--- src/rtl/assert_macros.svh ---
// ---------------------------------------------------------------------------
// Assertion macros shared by the RTL
// ---------------------------------------------------------------------------
`ifndef ASSERT_MACROS_SVH
`define ASSERT_MACROS_SVH

// ante implies cons in the same cycle
`define ASSERT_IMPLIES(label, clk, rst, ante, cons) \
   label: assert property (@(posedge clk) disable iff (rst) (ante) |-> (cons)) \
      else $error("%m: implication failed");

// expr must never hold
`define ASSERT_NEVER(label, clk, rst, expr) \
   label: assert property (@(posedge clk) disable iff (rst) !(expr)) \
      else $error("%m: forbidden condition seen");

`endif

--- src/rtl/bpfr_pkg.sv ---
// ---------------------------------------------------------------------------
// bpfr_pkg
// Types, register indexes and helpers for the byte pattern find/replace core.
// ---------------------------------------------------------------------------
package bpfr_pkg;

   localparam int CSR_ADDR_W = 5;
   localparam int CSR_DATA_W = 64;
   localparam int COUNT_W    = 32;
   localparam int REG_BYTES  = 8;

   typedef enum logic [1:0] {
      CSR_PATTERN     = 2'd0,
      CSR_LENGTH      = 2'd1,
      CSR_REPLACEMENT = 2'd2,
      CSR_REPL_EN     = 2'd3
   } csr_index_type;

   typedef struct packed {
      logic [63:0] pattern;
      logic [3:0]  length;
      logic [63:0] replacement;
      logic        replace_en;
   } cfg_type;

   typedef struct packed {
      logic [7:0]         out_byte;
      logic               out_last;
      logic [COUNT_W-1:0] match_count;
      logic               found;
      logic [31:0]        first_offset;
   } result_entry_type;

   // byte k of a 64-bit register; bytes past the eighth read as zero
   function automatic logic [7:0] reg_byte(input logic [63:0] value, input int k);
      logic [7:0] b;
      b = 8'd0;
      for (int i = 0; i < REG_BYTES; i++) begin
         if (i == k) begin
            b = value[8*i +: 8];
         end
      end
      return b;
   endfunction

endpackage

--- src/rtl/bpfr_csr.sv ---
// ---------------------------------------------------------------------------
// bpfr_csr
// APB-style register file holding pattern, length, replacement and enable.
// ---------------------------------------------------------------------------
module bpfr_csr import bpfr_pkg::*; (
   input  logic                  clock,
   input  logic                  reset,
   input  logic                  csr_psel,
   input  logic                  csr_penable,
   input  logic                  csr_pwrite,
   input  logic [CSR_ADDR_W-1:0] csr_paddr,
   input  logic [CSR_DATA_W-1:0] csr_pwdata,
   output logic [CSR_DATA_W-1:0] csr_prdata,
   output logic                  csr_pready,
   output cfg_type               cfg
);

   cfg_type       cfg_ff;
   cfg_type       cfg_in;
   csr_index_type index;
   logic          wr_en;

   assign index      = csr_index_type'(csr_paddr[CSR_ADDR_W-1 -: 2]);
   assign wr_en      = csr_psel && csr_penable && csr_pwrite;
   assign csr_pready = 1'b1;
   assign cfg        = cfg_ff;

   always_comb begin
      cfg_in = cfg_ff;
      if (wr_en) begin
         case (index)
            CSR_PATTERN:     cfg_in.pattern     = csr_pwdata;
            CSR_LENGTH:      cfg_in.length      = csr_pwdata[3:0];
            CSR_REPLACEMENT: cfg_in.replacement = csr_pwdata;
            CSR_REPL_EN:     cfg_in.replace_en  = csr_pwdata[0];
            default:         cfg_in = cfg_ff;
         endcase
      end
   end

   always_comb begin
      case (index)
         CSR_PATTERN:     csr_prdata = cfg_ff.pattern;
         CSR_LENGTH:      csr_prdata = {60'd0, cfg_ff.length};
         CSR_REPLACEMENT: csr_prdata = cfg_ff.replacement;
         CSR_REPL_EN:     csr_prdata = {63'd0, cfg_ff.replace_en};
         default:         csr_prdata = '0;
      endcase
   end

   always_ff @(posedge clock) begin
      if (reset) begin
         cfg_ff.pattern     <= 64'd0;
         cfg_ff.length      <= 4'd4;
         cfg_ff.replacement <= 64'd0;
         cfg_ff.replace_en  <= 1'b1;
      end else begin
         cfg_ff <= cfg_in;
      end
   end

endmodule

--- config.mk ---
export PLATFORM = sky130hd
export DESIGN_NAME = bpfr_csr
export DESIGN_NICKNAME = d
export VERILOG_FILES = /design/src/rtl/assert_macros.svh /design/src/rtl/bpfr_pkg.sv /design/src/rtl/bpfr_csr.sv
export SDC_FILE = /design/constraint.sdc
export NUM_CORES = 1
export LEC_CHECK = 0
export BUFFER_PORTS_ARGS = -buffer_cell sky130_fd_sc_hd__buf_2
export CAP_MARGIN = 20
export CORE_ASPECT_RATIO = 0.75
export CORE_UTILIZATION = 52
export CTS_CLUSTER_SIZE = 24
export DETAILED_ROUTE_END_ITERATION = 10
export PLACE_DENSITY = 0.86
export SYNTH_ARGS = -nofsm -noshare
export SYNTH_HDL_FRONTEND = slang
export SYNTH_SLANG_ARGS = --single-unit
--- constraint.sdc ---
create_clock -name clock -period 1.95 [get_ports clock]
set_input_delay 0.0975 -clock clock [delete_from_list [all_inputs] [get_ports clock]]
set_output_delay 0.0975 -clock clock [all_outputs]
set_load 0.01 [all_outputs]
Yosys cells after proc, flatten, opt, wreduce, memory -nomap -nowiden
Cells that the tools add are included.
{"block": "op_classes", "eq_ne": 3, "mux": 1, "reduce_logical": 7}
{"operator": "one-hot mux 64 bit (4 select lines)", "n": 1}
{"operator": "AND reduction 2 bit", "n": 4}
{"operator": "equality test 2 bit (second input constant)", "n": 2}
{"operator": "equality test 2 x 1 -> 1 bit (second input constant)", "n": 1}
{"operator": "logical AND 1 bit", "n": 2}
{"operator": "zero test 2 bit", "n": 1}
{"block": "totals", "register_bits": 133, "word_cells": 15}

Longest topological paths before layout
Gate-level depths: netlist of run 1.
{"block": "logic_depth", "depth_word": 3, "mapped_depth": 6, "ltp_nobuf": 3}

Worst setup path after synthesis of run 1
No wires, ideal clock.
{"block": "synth_timing", "path_kind": "input to register", "start": "input csr_paddr[4]", "end": "register cfg_ff, in the netlist cfg[122]", "t_arrival_ns": 0.880, "required_ns": 1.830, "setup_slack_ns": 0.950, "path_stages": 4, "path_buffers": 2, "path_cell_list": "buf_2 > or3_4 > buf_6 > mux2i_1"}
{"block": "synth_between", "elab_chain_cells": 2}
{"element": "start, declared", "line_no": "bpfr_csr.sv:11", "text": "input logic [CSR_ADDR_W-1:0] csr_paddr,"}
{"element": "zero test 2 bit", "line_no": "bpfr_csr.sv:31", "text": "case (index)"}
{"element": "AND reduction 2 bit (no line)"}
{"element": "end signal, assigned", "line_no": "bpfr_csr.sv:58", "text": "cfg_ff <= cfg_in;"}
{"element": "end, declared", "line_no": "bpfr_csr.sv:18", "text": "cfg_type cfg_ff;"}
No other way between the ends.
A chain may end at the register's enable or synchronous reset.

Final worst setup path of run 1
{"block": "layout_timing", "start": "register cfg_ff, in the netlist cfg[0]", "end": "output csr_prdata[0]"}
{"block": "layout_between", "elab_chain_cells": 1}
{"element": "one-hot mux 64 bit (4 select lines)", "line_no": "bpfr_csr.sv:42", "text": "case (index)"}
{"element": "end, declared", "line_no": "bpfr_csr.sv:13", "text": "output logic [CSR_DATA_W-1:0] csr_prdata,"}
No other way between the ends.

==> impl_results.md, run 1 <==
* Post-synth EDFFs at 0
* CTS tree: yes
* Total inserted antenna cells at 0
* CTS Buf Count at 17
* Seq/Total Area, Yosys at 40.65%
* R2r startpoint: cfg[0]$_SDFFE_PP1P_
* Row count at 35
* Status: completed
* Comb power frac at 9.4%
* Largest net degree at the start of global routing at 91
* Clock Skew at 0 ns
* Count of nets after finishing at 1035
* Post-Synthesis Cell Area at 6550 sq um
* Worst path cell trace: mux4_2, buf_2
* Number of I/O port buffers at 267
* Setup CP Type: reg2out
* Maxcap violations at 0
* CTS H-tree depth at 4
* Critical path's slowest cell: mux4_2
* Hold crit path type: in2reg
* Post-cts sizing count at 0
* Crit Path Max Fanout at 3
* Mapped Cells at 658
* Crit path time final at 1.454 ns
* Post-route ant nets at 0
* Total Routing Usage GR at 26.64%
* Via count at 5677
* Final Cycle Share at 74.54%
* Post-synth top area share at 40.65%
* Fmax at 688.0 MHz
* Synth top cells by count: mux2i_1 (195), nand2b_1 (195), dfxtp_1 (133)
* Final Cell Area at 9117 sq um
* Residual DRC count at 0
* Routed wire length at 17450 um
* Num ports at 272
* Dominant cells by area after synthesis: dfxtp_1 (41%), mux2i_1 (30%), nand2b_1 (19%), nor2_1 (3.6%), buf_6 (2.2%)
* Initial core utilization at 53.42%
* Post-Synthesis Net Count at 732
* Area leader, netlist: dfxtp_1
* DIE AREA at 13050 sq um
* CP peak stage delay at 0.47 ns
* Kind of end point of the critical path: primary output
* CP arrival at 1.36 ns
* Synth Warn # at 0
* Seq cells post-synth at 133
* Ys async rst share at 0%
* Core box area at 12260 sq um
* Number of cells after detailed placement at 1046
* Aggregate global routing overflow at 0
* Number of flip-flops in the largest register at 133
* Setup TNS at 0 ns
* Switching power at 1495 uW
* Power per Cell Area at 712.1 nW/um^2
* Crit start category: register
* Share of layout cells above drive strength 1 at 32.03%
* Area growth from synthesis to layout at 39.20%
* Worst endpoint required time at 1.85 ns
* Sw Ratio at 23.03%
* Max VDD drop at 0.5639 mV
* Slew Limit Fails at 0
* Global-route wire length before repair at 27620 um
* Synth Area per Inst at 9.954 sq um
* Vias in the first global route at 5511
* Clock share of power at 47.7%
* Crit path buf inv count at 1
* Worst-path clk slew at 0.06 ns
* Leakage power at 0.004677 uW
* Placed inst area at 7919 sq um
* Vias/cell at 4.980
* Initial DRC count at 208
* Routability cong. at 0.7735
* Clk root buf: clkbuf_16
* Synth Flop Type: dfxtp_1
* Sequential power share at 42.9%
* Setup-failing EPs final at 0
* Post-DP HPWL at 10810 um
* Antenna violations before repair at 0
* Crit. Startpoint: cfg[0]$_SDFFE_PP1P_
* Final hold vios at 0
* RSZ-0062 raised after global routing: false
* Pint at 4998 uW
* Delay-heaviest family, CP: multiplexers
* Bufs on Longest Clock Path at 2
* Worst-skew pair later-pin latency at 0.40 ns
* Routed length per instance at 15.30 um
* Hold path start: csr_pwdata[38]
* Clock sinks at 133
* DRT Pass-1 Iters at 4
* Chip height at 99.20 um
* Layout Cells excl Fill at 1140
* Die Width at 131.6 um
* Yosys cell types at 23
-- per-layer routing --
layer  track usage, %  wire length, um  vias to the layer above
li1                 -                -                     2781
met1            29.83             7432                     2677
met2            48.47             8879                      201
met3            7.645              944                       18
met4            9.481              189                        0
met5                0                0                        -
-- cells in the final DEF, fill, tap and decap left out, drive strengths merged --
cell type,instances
a311oi,1
a41oi,1
and2,1
and3,1
buf,276
bufinv,2
clkbuf,20
clkinv,6
clkinvlp,4
conb,1
dfxtp,133
dlygate4sd3,62
mux2i,195
mux4,1
nand2,4
nand2b,195
nand3,1
nand3b,1
nor2,63
nor2b,1
nor3,1
o21ai,3
or3,1
-- power by group through the flow --
stage          Sequential (uW)  Clock [uW]  Combinational [uW]
2_1_floorplan             2850           0                 323
3_3_place_gp              2840           0                 497
3_5_place_dp              2840           0                 506
4_1_cts                   2780        3140                 606
5_1_grt                   2790        3280                 657
6_report                  2780        3100                 612
-- cells by family after synthesis --
kind of cell	share of synthesized area, %
mux	30.14
other cells	0.05725
simple gates	23.46
compound gates	0.4966
flops	40.65
buf+inv	5.196
-- worst min-delay path, cell delays in order --
cell and delay [ns]:
buf_2 0.11, nand2b_1 0.10, mux2i_1 0.07
-- cell type report --
| class | count | area [sq um] |
|---|---|---|
| multi-input cells | 471 | 3552 |
| fillers | 896 | 3144 |
| flip-flops and latches | 133 | 2663 |
| repair buffers | 338 | 2117 |
| clock buffers | 20 | 446.7 |
| well taps | 166 | 207.7 |
| clock inverters | 12 | 131.4 |
-- per-stage QoR --
stage | hold WS (ns) | total power [uW] | setup WS [ns] | utilization (%)
after floorplan | 0.2589 | 3176 | 0.9503 | -
after global placement | 0.3620 | 3337 | 0.5119 | 64.58
after detailed placement | 0.3720 | 3347 | 0.4663 | 64.58
after CTS | 0.0005989 | 6527 | 0.4708 | 74.36
after global routing | 0.003750 | 6725 | 0.4432 | 74.36
final | 0.02424 | 6493 | 0.4965 | 74.36
-- path summary, 6_finish.rpt --
path         slack, ns               endpoint  cells past startpoint
max               0.50          csr_prdata[0]                      2
min               0.02  cfg[107]$_SDFFE_PP0P_                      3
max reg2reg       1.18    cfg[0]$_SDFFE_PP1P_                      2
min reg2reg       0.49   cfg[87]$_SDFFE_PP0P_                      2
-- repair_timing --
action | 4_1_cts | 5_1_grt
hold endpoints to repair | 120 | 0
buffers inserted | 0 | 0
hold buffers | 62 | 0
Power figures use the tool's default switching activity.
==> run 2, diff against run 1 <==
--- a/config.mk
+++ b/config.mk
@@ -8,10 +8,10 @@
 export BUFFER_PORTS_ARGS = -buffer_cell sky130_fd_sc_hd__buf_2
 export CAP_MARGIN = 20
 export CORE_ASPECT_RATIO = 0.75
-export CORE_UTILIZATION = 52
+export CORE_UTILIZATION = 49
 export CTS_CLUSTER_SIZE = 24
 export DETAILED_ROUTE_END_ITERATION = 10
-export PLACE_DENSITY = 0.86
+export PLACE_DENSITY = 0.81
 export SYNTH_ARGS = -nofsm -noshare
 export SYNTH_HDL_FRONTEND = slang
 export SYNTH_SLANG_ARGS = --single-unit
==> constraint.sdc (replaced) <==
create_clock -name clock -period 1.5 [get_ports clock]
set_input_delay 0.075 -clock clock [delete_from_list [all_inputs] [get_ports clock]]
set_output_delay 0.075 -clock clock [all_outputs]
set_load 0.01 [all_outputs]
==> impl_results.md, run 2 (synthesis results as in run 1) <==
* Slew Limit Fails at 0 (unchanged)
* Routability cong. at 0.7888 (was 0.7735)
* Crit path buf inv count at 1 (unchanged)
* Final Cycle Share at 95.11%
* CTS Buf Count at 17 (unchanged)
* CTS H-tree depth at 4 (unchanged)
* Post-route ant nets at 0 (unchanged)
* Status: completed (unchanged)
* Crit Path Max Fanout at 3 (unchanged)
* WP depth at 2 (unchanged)
* Multi-input gate area at 3552 sq um (unchanged)
* Largest net degree at the start of global routing at 81 (was 91)
* Post-cts sizing count at 0 (unchanged)
* Post-CTS Setup Inserts at 0 (unchanged)
* Setup TNS at 0 ns (unchanged)
* Residual DRC count at 0 (unchanged)
* DIE AREA at 13840 sq um (was 13050 sq um)
* Vias in the first global route at 5057 (was 5511)
* Final hold vios at 0 (unchanged)
* Via count at 5542 (was 5677)
* Routed wire length at 16460 um (was 17450 um)
* Hold_buf cts at 60 (was 62)
* Antenna violations before repair at 0 (unchanged)
* Post-DP HPWL at 11300 um (was 10810 um)
* Hold WS at 0.0008533 ns (was 0.02424 ns)
* Most frequent cells in the layout: buf_2 (265), mux2i_1 (195), nand2b_1 (195), dfxtp_1 (133), nor2_1 (63) (unchanged)
* Max VDD drop at 0.7146 mV (was 0.5639 mV)
* R2r startpoint: cfg[0]$_SDFFE_PP1P_ (unchanged)
* Worst-path clk slew at 0.06 ns (about the same)
* FF-to-FF path depth at 2 (unchanged)
* Worst-skew pair later-pin latency at 0.40 ns (about the same)
* CTS tree: yes (unchanged)
* Core box area at 13020 sq um (was 12260 sq um)
* Worst endpoint required time at 1.42 ns (was 1.85 ns)
* Initial DRC count at 209 (was 208)
* DRT Pass-1 Iters at 4 (unchanged)
* Share of layout cells above drive strength 1 at 32.34% (was 32.03%)
* Crit Reg-Reg Endpoint: cfg[0]$_SDFFE_PP1P_ (unchanged)
* Setup CP Type: reg2out (unchanged)
* CP peak stage delay at 0.47 ns (about the same)
* Crit. Startpoint: cfg[0]$_SDFFE_PP1P_ (unchanged)
* Routed length per instance at 14.37 um (was 15.30 um)
* Total inserted antenna cells at 0 (unchanged)
* Chip height at 102.1 um (was 99.20 um)
* Worst path cell trace: mux4_2, buf_2 (unchanged)
* Delay-heaviest family, CP: multiplexers (unchanged)
* Crit path capture: csr_prdata[0] (unchanged)
* Fmax at 701.0 MHz
* Number of I/O port buffers at 267 (unchanged)
* Critical path's slowest cell: mux4_2 (unchanged)
* Power per Cell Area at 901.8 nW/um^2 (was 712.1 nW/um^2)
* Total Routing Usage GR at 23.49% (was 26.64%)
* Maxcap violations at 0 (unchanged)
* Row count at 36 (was 35)
* Count of nets after finishing at 1037 (was 1035)
* Crit start category: register (unchanged)
* Clk root buf: clkbuf_16 (unchanged)
* R2R setup slack at 0.72 ns (was 1.18 ns)
* Die Width at 135.5 um (was 131.6 um)
* Leakage power at 0.004681 uW (was 0.004677 uW)
* Number of flip-flops in the largest register at 133 (unchanged)
* Most common cell after layout, fill and taps aside: buf_2 (unchanged)
* Aggregate global routing overflow at 0 (unchanged)
* Clock sinks at 133 (unchanged)
* Hold crit path type: in2reg (unchanged)
* Kind of end point of the critical path: primary output (unchanged)
* Crit path time final at 1.427 ns
* Num ports at 272 (unchanged)
* Initial core utilization at 50.32% (was 53.42%)
* Setup-failing EPs final at 0 (unchanged)
* Global-route wire length before repair at 25440 um (was 27620 um)
* Clock Skew at 0 ns (unchanged)
* Fillers at 985 (was 896)
* RSZ-0062 raised after global routing: false (unchanged)
* Sequential Area at 2663 sq um (unchanged)
* Area growth from synthesis to layout at 38.87% (was 39.20%)
* Vias/cell at 4.840 (was 4.980)
* Bufs on Longest Clock Path at 2 (unchanged)
* CP arrival at 1.35 ns (was 1.36 ns)
[run 2: through the flow]
stage / setup slack, ns / util, % / instance area, sq um / std cells / total power, uW
2_1_floorplan: 0.5228 / - / 6550 / 658 / 4129
5_1_grt: 0.03595 / 69.88 / 9096 / 1145 / 8500
4_1_cts: 0.06425 / 69.88 / 9096 / 1145 / 8250
3_5_place_dp: 0.2617 / 61.11 / 7955 / 1055 / 4355
3_3_place_gp: 0.3109 / 61.11 / 7955 / 1055 / 4345
6_report: 0.07340 / 69.88 / 9096 / 1145 / 8203
[run 2: where the power goes]
group / internal [uW] / total, uW / switching (uW)
registers: 3580 / 3620 / 38.7
clock network: 2330 / 3800 / 1460
logic: 430 / 787 / 357
[run 2: cell type report]
cell class,instances,share of cell area (%)
flip-flops and latches,133,29.27
clock buffers,20,5.021
well taps,171,2.352
repair buffers,340,23.38
clock inverters,10,0.9216
multi-input cells,471,39.05
[run 2: how the worst min path moves through the flow]
stage	start	endpoint	slack [ns]	cells after the start
after CTS	csr_pwdata[3]	cfg[68]$_SDFFE_PP0P_	0.002	3
after detailed placement	csr_pwdata[2]	cfg[67]$_SDFFE_PP1P_	0.35	3
after global routing	csr_pwdata[3]	cfg[68]$_SDFFE_PP0P_	0.01	3
final	csr_pwdata[11]	cfg[12]$_SDFFE_PP0P_	0.0009	3
after global placement	csr_pwdata[2]	cfg[67]$_SDFFE_PP1P_	0.35	3
after floorplan	csr_pwdata[2]	cfg[67]$_SDFFE_PP1P_	0.24	2
[run 2: per-layer routing]
layer / vias up / GRT usage [%] / part of all wire (%) / wire (um)
li1: 2775 / - / - / -
met1: 2585 / 28.17 / 44 / 7310
met2: 172 / 42.37 / 50 / 8168
met3: 10 / 6.300 / 5.4 / 893
met4: 0 / 4.754 / 0.50 / 83
met5: - / 0 / 0 / 0
[run 2: tightest hold or removal path, delay by kind of cell]
kind | cells | cell delay [ns]
mux | 1 | 0.13
simple gates | 1 | 0.08
buf+inv | 1 | 0.07
